===== config.mk =====
export PLATFORM = sky130hd
export DESIGN_NAME = mse_regfile
export DESIGN_NICKNAME = d
export VERILOG_FILES = /design/src/rtl/mse_pkg.sv /design/src/rtl/mse_regfile.sv
export VERILOG_INCLUDE_DIRS = /design/src /design/src/rtl
export SDC_FILE = /design/constraint.sdc
export NUM_CORES = 1
export LEC_CHECK = 0
export BUFFER_PORTS_ARGS = -buffer_cell sky130_fd_sc_hd__buf_4
export CORE_AREA = 2 2 322 324
export CTS_CLUSTER_SIZE = 28
export DETAILED_ROUTE_END_ITERATION = 7
export DIE_AREA = 0 0 324 326
export PLACE_DENSITY = 0.79
export SLEW_MARGIN = 25
export SYNTH_ARGS = -nofsm -noshare
export SYNTH_HDL_FRONTEND = slang
export SYNTH_SLANG_ARGS = --single-unit

===== constraint.sdc =====
create_clock -name clk -period 1.4 [get_ports clk]
set_input_delay 0.07 -clock clk [delete_from_list [all_inputs] [get_ports clk]]
set_output_delay 0.07 -clock clk [all_outputs]
set_load 0.03 [all_outputs]

===== src/rtl/assert_macros.svh =====
// Assertion helpers shared by the RTL.
// Each macro samples on clk and is disabled while arst_n is low.
`ifndef ASSERT_MACROS_SVH
`define ASSERT_MACROS_SVH

// Same-cycle implication.
`define MSE_ASSERT_NOW(label, ante, cons, msg) \
	label: assert property (@(posedge clk) disable iff (!arst_n) (ante) |-> (cons)) \
		else $error(msg);

// Next-cycle implication.
`define MSE_ASSERT_NEXT(label, ante, cons, msg) \
	label: assert property (@(posedge clk) disable iff (!arst_n) (ante) |=> (cons)) \
		else $error(msg);

`endif


===== src/rtl/mse_pkg.sv =====
`timescale 1ns / 1ps

package mse_pkg;

	// Item operations
	localparam logic [1:0] OP_EXEC = 2'd0;
	localparam logic [1:0] OP_WRB  = 2'd1;
	localparam logic [1:0] OP_RDB  = 2'd2;

	// Primary opcodes; anything else executes as addiu
	localparam logic [5:0] OPC_RTYPE = 6'h00;
	localparam logic [5:0] OPC_J     = 6'h02;
	localparam logic [5:0] OPC_BEQ   = 6'h04;
	localparam logic [5:0] OPC_LW    = 6'h23;
	localparam logic [5:0] OPC_SW    = 6'h2B;

	// R-type function codes
	localparam logic [5:0] FN_ADDU = 6'h21;
	localparam logic [5:0] FN_SUBU = 6'h23;
	localparam logic [5:0] FN_AND  = 6'h24;
	localparam logic [5:0] FN_OR   = 6'h25;
	localparam logic [5:0] FN_NOR  = 6'h27;

	localparam logic [31:0] HALT_WORD = 32'hFFFF_FFFF;

	// Data memory access, one lane per byte bank
	typedef struct packed {
		logic       rd;
		logic       wr;
		logic [3:0] lane_en;
	} mse_mem_ctl_t;

	// Register file write port
	typedef struct packed {
		logic        en;
		logic [4:0]  idx;
		logic [31:0] data;
	} mse_rf_wr_t;

endpackage


===== src/rtl/mse_regfile.sv =====
`timescale 1ns / 1ps
`include "assert_macros.svh"

module mse_regfile
	import mse_pkg::*;
(
	input  logic         clk,
	input  logic         arst_n,
	input  logic         rd_en,
	input  logic [4:0]   rd_idx_a,
	input  logic [4:0]   rd_idx_b,
	input  mse_rf_wr_t   wr,
	output logic [31:0]  rd_data_a,
	output logic [31:0]  rd_data_b
);

	logic [31:0] mem [32];
	logic [31:0] valid_q;
	logic [31:0] da_q, db_q;
	logic        va_q, vb_q;
	logic        hit_a, hit_b;

	assign hit_a = wr.en && (wr.idx == rd_idx_a);
	assign hit_b = wr.en && (wr.idx == rd_idx_b);

	// Write-first: a read at the edge of a write to the same entry sees the new data
	always_ff @(posedge clk) begin
		if (wr.en) begin
			mem[wr.idx] <= wr.data;
		end
		if (rd_en) begin
			da_q <= hit_a ? wr.data : mem[rd_idx_a];
			db_q <= hit_b ? wr.data : mem[rd_idx_b];
		end
	end

	always_ff @(posedge clk or negedge arst_n) begin
		if (!arst_n) begin
			valid_q <= '0;
			va_q    <= 1'b0;
			vb_q    <= 1'b0;
		end else begin
			if (wr.en) begin
				valid_q[wr.idx] <= 1'b1;
			end
			if (rd_en) begin
				va_q <= hit_a || valid_q[rd_idx_a];
				vb_q <= hit_b || valid_q[rd_idx_b];
			end
		end
	end

	// Never-written entries read as zero
	assign rd_data_a = va_q ? da_q : '0;
	assign rd_data_b = vb_q ? db_q : '0;

	`MSE_ASSERT_NEXT(a_rf_wr_marks_valid, wr.en, valid_q[$past(wr.idx)], "written entry not valid")

endmodule


==> metrics.cfg, run 1 <==
[sta]
finalHoldViolCount = 0
maxClockFrequency_ghz = 0.544
fin_worst_hold_slack_ns = 0.0329
final_min_period_over_clock_period_pct = 131
tns_ns = -35.66
max_slew.worst_pin.slew_ns = 0.452
worst_slack_ns = -0.437
grt_setup_unrepaired = true
fin_crit_ns = 1.84
report.final.slew_viol_count = 0
worst_relative_slew_slack_pct = 69.9
setup-violations-final = 130
fin_skew_ns = 0.0286

[worst_setup_path]
timing.critical_path.slowest_cell_delay_ns = 0.38
worst_setup_path_end_kind = output pin
crit_buf_inv = 2
timing.critical_path.slowest_stage_cell = sky130_fd_sc_hd__dfrtp_2
critical_path_depth = 3
cpLargestDelayFamily = buffers and inverters
r2r_cells = 4
endpoint_required_time_on_the_critical_path_ns = 1.33
cp.arrival_ns = 1.77
crit_type = flip-flop to output pin
crit_path_cell_trace = buf_12, and2_1, buf_4
crit_fanout = 28
worstSetupStartpointType = flip-flop

[synth]
post-synth-top-count-cell = sky130_fd_sc_hd__edfxtp_1
synth_area_per_cell_sq_um = 20.3
synth_top_cells_by_area = sky130_fd_sc_hd__edfxtp_1, sky130_fd_sc_hd__mux4_2, sky130_fd_sc_hd__o22ai_1
netlist_instances = 2500
async_flop_share_pct = 3.03
synth_top_cell_by_area = sky130_fd_sc_hd__edfxtp_1
synth.yosys.seq_area_share_pct = 66.0
yosysWarnings = 0
synth_top_cell_area_share_pct = 64.3
netlist_top_cells_count = sky130_fd_sc_hd__edfxtp_1, sky130_fd_sc_hd__mux4_2, sky130_fd_sc_hd__o22ai_1, sky130_fd_sc_hd__buf_2, sky130_fd_sc_hd__nand2_1
mappedNetlistNets = 2551
synth_ff_type = sky130_fd_sc_hd__edfxtp_1
synthDistinctLibCells = 38
post_synth_instance_area_sq_mm = 0.0508
synth_enable_flop_cells = 1088
synth-seq-cells = 1122

[clock_tree]
htree_levels = 3
clock_sink_count = 1122
clock_latency_ns = 0.71
clock_tree.root_cell = sky130_fd_sc_hd__clkbuf_16
cts-root-to-sink-buffers = 3
cts_buffers = 111
cts_tree = built
cts.reportedPaths.clkPinSlew_ns = 0.06

[detailed_routing]
detail_route.drc_violations = 0
post_drt_via_cell_ratio = 7.30
wl_mm = 169
antenna_violating_nets_post_route = 0
pre_repair_dr_iteration_count = 7
drtIter0Drc = 5605
detailroute.via_count = 32288
mean_routed_wirelength_per_cell_um = 38.3

[floorplan]
die_footprint_sq_mm = 0.106
io-pin-count = 115
fp.dieH_um = 326
placeableCoreArea_sq_mm = 0.103
floorplan.rows = 118
die_width_um = 324
initial_utilization_pct = 49.5

[global_route]
first_global_vias = 33394
wire_length_of_the_first_global_routing_pass_mm = 239
grt_overflow_total = 0
grt_start_max_net_pins = 52
track_usage_pct = 32.1
antenna_found_initial = 6

[layout]
final_core_utilization_pct = 61.2
final_nets = 2991
drive_above_1_share_pct = 49.6
synthesis_to_layout_area_growth_pct = 23.6
post_layout_nonfiller_instances = 4420

[run_status]
failing_checks = negative setup slack
status = finished with violations

[power]
power.ir.vdd_worst_mv = 1.27
cellLeakagePower_nw = 20.4
cellPowerDensity_mw_per_mm2 = 1230

[place]
gpl_wtd_cong = 0.903
place.detailed.instances = 4171
place_ws_ns = -0.697
numPortBuffers = 114
place_hpwl_mm = 100

[min_path]
hp-class = primary input to flip-flop
whs_path_depth = 5

[job]
max-cap-violations = 0

[logic make-up (layout without fill, tap and decap cells)]
logic type             Yosys count  count (layout)  share of synthesized area, %
AO/OA/AOI/OAI                  330             330                          3.93
buffers and inverters          204             738                          2.75
other                            0               6                             0
XOR/XNOR                        10              10                         0.172
multiplexers                   532             532                          23.8
flip-flops                    1122            1122                          66.0
AND/OR/NAND/NOR                302             302                          3.38
[layout by cell type, fill, tap and decap left out, types with 6 or more instances in the layout]
master | netlist | layout
sky130_fd_sc_hd__edfxtp_1 | 1088 | 1088
sky130_fd_sc_hd__mux4_2 | 491 | 509
sky130_fd_sc_hd__buf_4 | 6 | 277
sky130_fd_sc_hd__buf_12 | 6 | 171
sky130_fd_sc_hd__o22ai_2 | 0 | 132
sky130_fd_sc_hd__clkbuf_16 | 0 | 113
sky130_fd_sc_hd__o22ai_1 | 256 | 112
sky130_fd_sc_hd__nand2_1 | 72 | 67
sky130_fd_sc_hd__buf_6 | 52 | 39
sky130_fd_sc_hd__and2_4 | 0 | 37
sky130_fd_sc_hd__dlygate4sd3_1 | 0 | 37
sky130_fd_sc_hd__or4_4 | 0 | 33
sky130_fd_sc_hd__nor2_4 | 0 | 32
sky130_fd_sc_hd__or2_2 | 32 | 32
sky130_fd_sc_hd__dfrtp_1 | 34 | 32
sky130_fd_sc_hd__or4_1 | 64 | 31
sky130_fd_sc_hd__o21ai_1 | 32 | 31
sky130_fd_sc_hd__and2_1 | 64 | 27
sky130_fd_sc_hd__o21ai_2 | 0 | 26
sky130_fd_sc_hd__clkinv_2 | 0 | 21
sky130_fd_sc_hd__mux4_1 | 37 | 19
sky130_fd_sc_hd__clkbuf_1 | 58 | 19
sky130_fd_sc_hd__clkinv_1 | 0 | 18
sky130_fd_sc_hd__o22ai_4 | 0 | 12
sky130_fd_sc_hd__nand3b_1 | 11 | 11
sky130_fd_sc_hd__clkinvlp_4 | 0 | 10
sky130_fd_sc_hd__bufinv_16 | 0 | 9
sky130_fd_sc_hd__xor2_1 | 8 | 8
sky130_fd_sc_hd__o21ai_4 | 0 | 7
sky130_fd_sc_hd__diode_2 | 0 | 6
[metrics by stage]
| step | power [mW] | cell area, sq um |
|---|---|---|
| after floorplan | 43.3 | 51100 |
| after global placement | 46.7 | 57300 |
| after detailed placement | 47.0 | 57300 |
| after CTS | 77.0 | 62300 |
| after global routing | 79.1 | 62800 |
| final | 77.4 | 62800 |
[final cells by class]
| type | instances | area, sq um |
|---|---|---|
| Tap cell | 1380 | 1730 |
| Fill cell | 6604 | 39800 |
| Multi-Input combinational cell | 1174 | 17500 |
| Sequential cell | 1122 | 33500 |
| Clock inverter | 73 | 703 |
| Antenna cell | 6 | 15.0 |
| Timing Repair Buffer | 529 | 6390 |
| Clock buffer | 134 | 2930 |
| Inverter | 2 | 7.51 |
[state kept, by name, summed over array words and instances (netlist names)]
name     flops
mem       1024
da_q        32
db_q        32
valid_q     32
va_q         1
vb_q         1
[power by group]
group | switching, mW | leakage (nW) | total (mW) | internal, mW
sequential | 0.493 | 10.2 | 38.2 | 37.7
combinational | 4.89 | 8.42 | 9.33 | 4.45
clock | 13.3 | 1.75 | 29.9 | 16.7
[what timing repair did]
| action | 4_1_cts | 5_1_grt |
|---|---|---|
| setup buffers | 1 | 4 |
| setup endpoints to repair | 130 | 130 |
| hold endpoints to repair | 1134 | 0 |
| gates resized for setup | 276 | 87 |
| pin swaps | 58 | 62 |
| hold buffers | 37 | 0 |
[worst paths after layout]
check                                       startpoint                     end  slack, ns
worst max-delay path                  va_q$_DFFE_PN0P_           rd_data_a[14]      -0.44
worst min-delay path                       rd_idx_b[2]        vb_q$_DFFE_PN0P_       0.03
worst max register to register    mem[0][29]$_DFFE_PP_      da_q[29]$_DFFE_PP_      -0.38
worst min register to register  valid_q[7]$_DFFE_PN0P_  valid_q[7]$_DFFE_PN0P_       0.50
max in group asynchronous                       arst_n        va_q$_DFFE_PN0P_       0.64
min in group asynchronous                       arst_n        vb_q$_DFFE_PN0P_       0.43
[per-layer routing]
layer / GRT usage (%) / vias to the layer above / wire length (um)
met3: 10.0 / 819 / 26000
met5: 0 / - / 30
met2: 49.5 / 3293 / 79400
met4: 19.5 / 4 / 12400
met1: 40.1 / 16318 / 51500
li1: - / 11854 / -
[worst min-delay path: cells and delay by family]
kind	cells	cell delay (ns)
AO/OA/AOI/OAI	3	0.36
buffers and inverters	2	0.28
(Power assumes the default switching activity.)
==> inputs of run 2 (changes only) <==
- PLACE_DENSITY: 0.79 -> 0.77
- clock period: 1.4 -> 2.1 ns (I/O delays scaled with it)
==> run 2 against run 1 <==
Compared with the run above: the flow still finishes with violations (negative setup slack); routed wire length is 8.6% lower; clock skew down 0.0044 ns; cell area fell by 5.0%; count of clock-buffer cells in the layout up 11; clock power fell by 33%; non-clock buffer count decreased by 146; worst setup slack improved by 0.43 ns; flip-flop and latch count did not move; cell count decreased by 3.5%; sequential share of layout area is 2.8 points higher; largest cell class unchanged; highest routed layer unchanged.
==> metrics.cfg, run 2 (synthesis gave the netlist of run 1 again) <==
[floorplan]
die_width_um = 324  ; unchanged
initial_utilization_pct = 49.5  ; unchanged
die_footprint_sq_mm = 0.106  ; unchanged
placeableCoreArea_sq_mm = 0.103  ; unchanged
fp.dieH_um = 326  ; unchanged
floorplan.rows = 118  ; unchanged
io-pin-count = 115  ; unchanged

[detailed_routing]
post_drt_via_cell_ratio = 7.13  ; -2.4%
pre_repair_dr_iteration_count = 5  ; -2
drtIter0Drc = 5079  ; -9.4%
wl_mm = 155  ; -8.6%
antenna_violating_nets_post_route = 0  ; unchanged
detailroute.via_count = 30395  ; -5.9%
detail_route.drc_violations = 0  ; unchanged
mean_routed_wirelength_per_cell_um = 36.3  ; -5.3%

[sta]
worst_slack_ns = -0.00538  ; +0.431 ns
final_min_period_over_clock_period_pct = 100
fin_crit_ns = 2.11
finalHoldViolCount = 0  ; unchanged
maxClockFrequency_ghz = 0.475
setup-violations-final = 1  ; -99%
worst_relative_slew_slack_pct = 58.3  ; -12 points
fin_worst_hold_slack_ns = 0.107  ; +0.0741 ns
fin_skew_ns = 0.0242  ; -0.00444 ns
grt_setup_unrepaired = false
report.final.slew_viol_count = 0  ; unchanged
max_slew.worst_pin.slew_ns = 0.625  ; +0.173 ns

[global_route]
first_global_vias = 31286  ; -6.3%
grtUsageMet1_pct = 40.9  ; +0.74 points
wire_length_of_the_first_global_routing_pass_mm = 220  ; -7.8%
grt_start_max_net_pins = 54  ; +3.8%
groute.layer.met2.usage_pct = 44.4  ; -5.1 points
met3_resource_use_gr_pct = 8.00  ; -2.0 points
grt-busiest-layer = met2
grt_overflow_total = 0  ; unchanged
antenna_found_initial = 6  ; unchanged
track_usage_pct = 29.4  ; -2.7 points

[worst_setup_path]
cp.arrival_ns = 2.56  ; +0.79 ns
timing.critical_path.slowest_stage_cell = sky130_fd_sc_hd__dlygate4sd3_1
crit_fanout = 11  ; -61%
worstSetupStartpointType = primary input
crit_path_cell_trace = dlygate4sd3_1, buf_4, inv_1, or3_2, buf_12, buf_4, o22ai_1, or4_1, o21ai_1
critPathMostFrequentCell = sky130_fd_sc_hd__buf_4
worst_setup_path_end_kind = flip-flop
crit_type = primary input to flip-flop
endpoint_required_time_on_the_critical_path_ns = 2.55  ; +1.22 ns
timing.critical_path.slowest_cell_delay_ns = 0.58  ; +0.20 ns

[min_path]
hp-class = primary input to flip-flop

[clock_tree]
cts_buffers = 109  ; -1.8%
htree_levels = 3  ; unchanged
cts_tree = built
clock_tree.root_cell = sky130_fd_sc_hd__clkbuf_16
clock_sink_count = 1122  ; unchanged
clock_latency_ns = 0.70  ; about the same
cts.reportedPaths.clkPinSlew_ns = 0.06  ; about the same
cts-root-to-sink-buffers = 3  ; unchanged

[layout]
largest_register = mem
layout.cells.most_common = sky130_fd_sc_hd__edfxtp_1
drive_above_1_share_pct = 37.2  ; -12 points
top_library_cells_by_usage_in_the_layout_fill_and_taps_aside = sky130_fd_sc_hd__edfxtp_1, sky130_fd_sc_hd__mux4_2, sky130_fd_sc_hd__o22ai_1
final_nets = 2843  ; -4.9%
post_layout_nonfiller_instances = 4265  ; -3.5%
largest_register_ffs = 1024  ; unchanged
post_route_design_area_sq_mm = 0.0596  ; -5.0%
synthesis_to_layout_area_growth_pct = 17.4

[power]
switching_share_pct = 23.2  ; -0.84 points
pwr-share-comb_pct = 10.3  ; -1.8 points
cellPowerDensity_mw_per_mm2 = 848  ; -31%
power.ir.vdd_worst_mv = 0.695  ; -45%
sequentialPowerShare_pct = 50.3  ; +1.0 points
power.internal_mw = 38.8  ; -34%
cellLeakagePower_nw = 19.2  ; -6.1%
netSwitchingPower_mw = 11.8  ; -37%
power.share.clock_pct = 39.4  ; +0.8 points

[place]
place_hpwl_mm = 88.2  ; -12%
place.detailed.instances = 4018  ; -3.7%
place_ws_ns = -0.0674  ; +0.630 ns
placed_cell_area_sq_mm = 0.0556  ; -3.0%
numPortBuffers = 114  ; unchanged
gpl_wtd_cong = 0.851  ; -5.8%

[job]
max-cap-violations = 0  ; unchanged

[run_status]
failing_checks = negative setup slack
status = finished with violations

-- run 2: final timing paths --
check,from,end,slack [ns],cells past startpoint
setup / recovery,rd_idx_a[4],da_q[16]$_DFFE_PP_,-0.005,9
hold / removal,rd_idx_a[3],va_q$_DFFE_PN0P_,0.11,4
min in group asynchronous,arst_n,valid_q[13]$_DFFE_PN0P_,0.51,4
setup reg to reg,mem[27][1]$_DFFE_PP_,da_q[1]$_DFFE_PP_,0.20,4
max in group asynchronous,arst_n,va_q$_DFFE_PN0P_,1.39,4
hold reg to reg,valid_q[0]$_DFFE_PN0P_,valid_q[0]$_DFFE_PN0P_,0.48,1
-- run 2: worst max-delay path, delay by kind of cell --
| kind | cells | cell delay (ns) |
|---|---|---|
| buf+inv | 5 | 1.29 |
| simple gates | 2 | 0.70 |
| compound gates | 2 | 0.44 |
-- run 2: final cells by class --
cell class	instances	area, sq um
fillers	7116	43000
flip-flops and latches	1122	33500
multi-input cells	1174	16100
repair buffers	383	4600
clock buffers	145	2920
well taps	1380	1730
clock inverters	58	697
inverters	2	7.51
diodes	1	2.50
-- run 2: power by group through the flow --
stage                     clock network [mW]  registers [mW]  logic [mW]
after detailed placement                   0            25.9        5.07
after global placement                     0            25.9        4.95
after floorplan                            0            25.7        3.11
final                                   19.9            25.4        5.23
after global routing                    20.8            25.5        5.46
after CTS                               20.1            25.4        5.18
-- run 2: per-layer routing --
layer	vias up	routed length [um]	share of wire (%)
li1	11518	-	-
met1	15727	52700	34
met2	2687	71500	46
met3	457	23500	15
met4	6	6880	4.4
met5	-	34	0.022
-- run 2: timing repair --
item / 4_1_cts / 5_1_grt
gates resized for setup: 0 / 1
hold buffers: 41 / 0
setup buffers: 0 / 1
setup endpoints to repair: 0 / 1
endpoints found under the hold margin: 1133 / 0
-- run 2: stage by stage --
step	power (mW)	setup TNS (ns)	utilization (%)
floorplan	28.8	-227.07	-
global placement	30.8	-0.0726	54.2
detailed placement	31.0	-0.0889	54.2
CTS	50.7	0	58.1
global route	51.8	0	58.1
finish	50.6	-0.00538	58.1
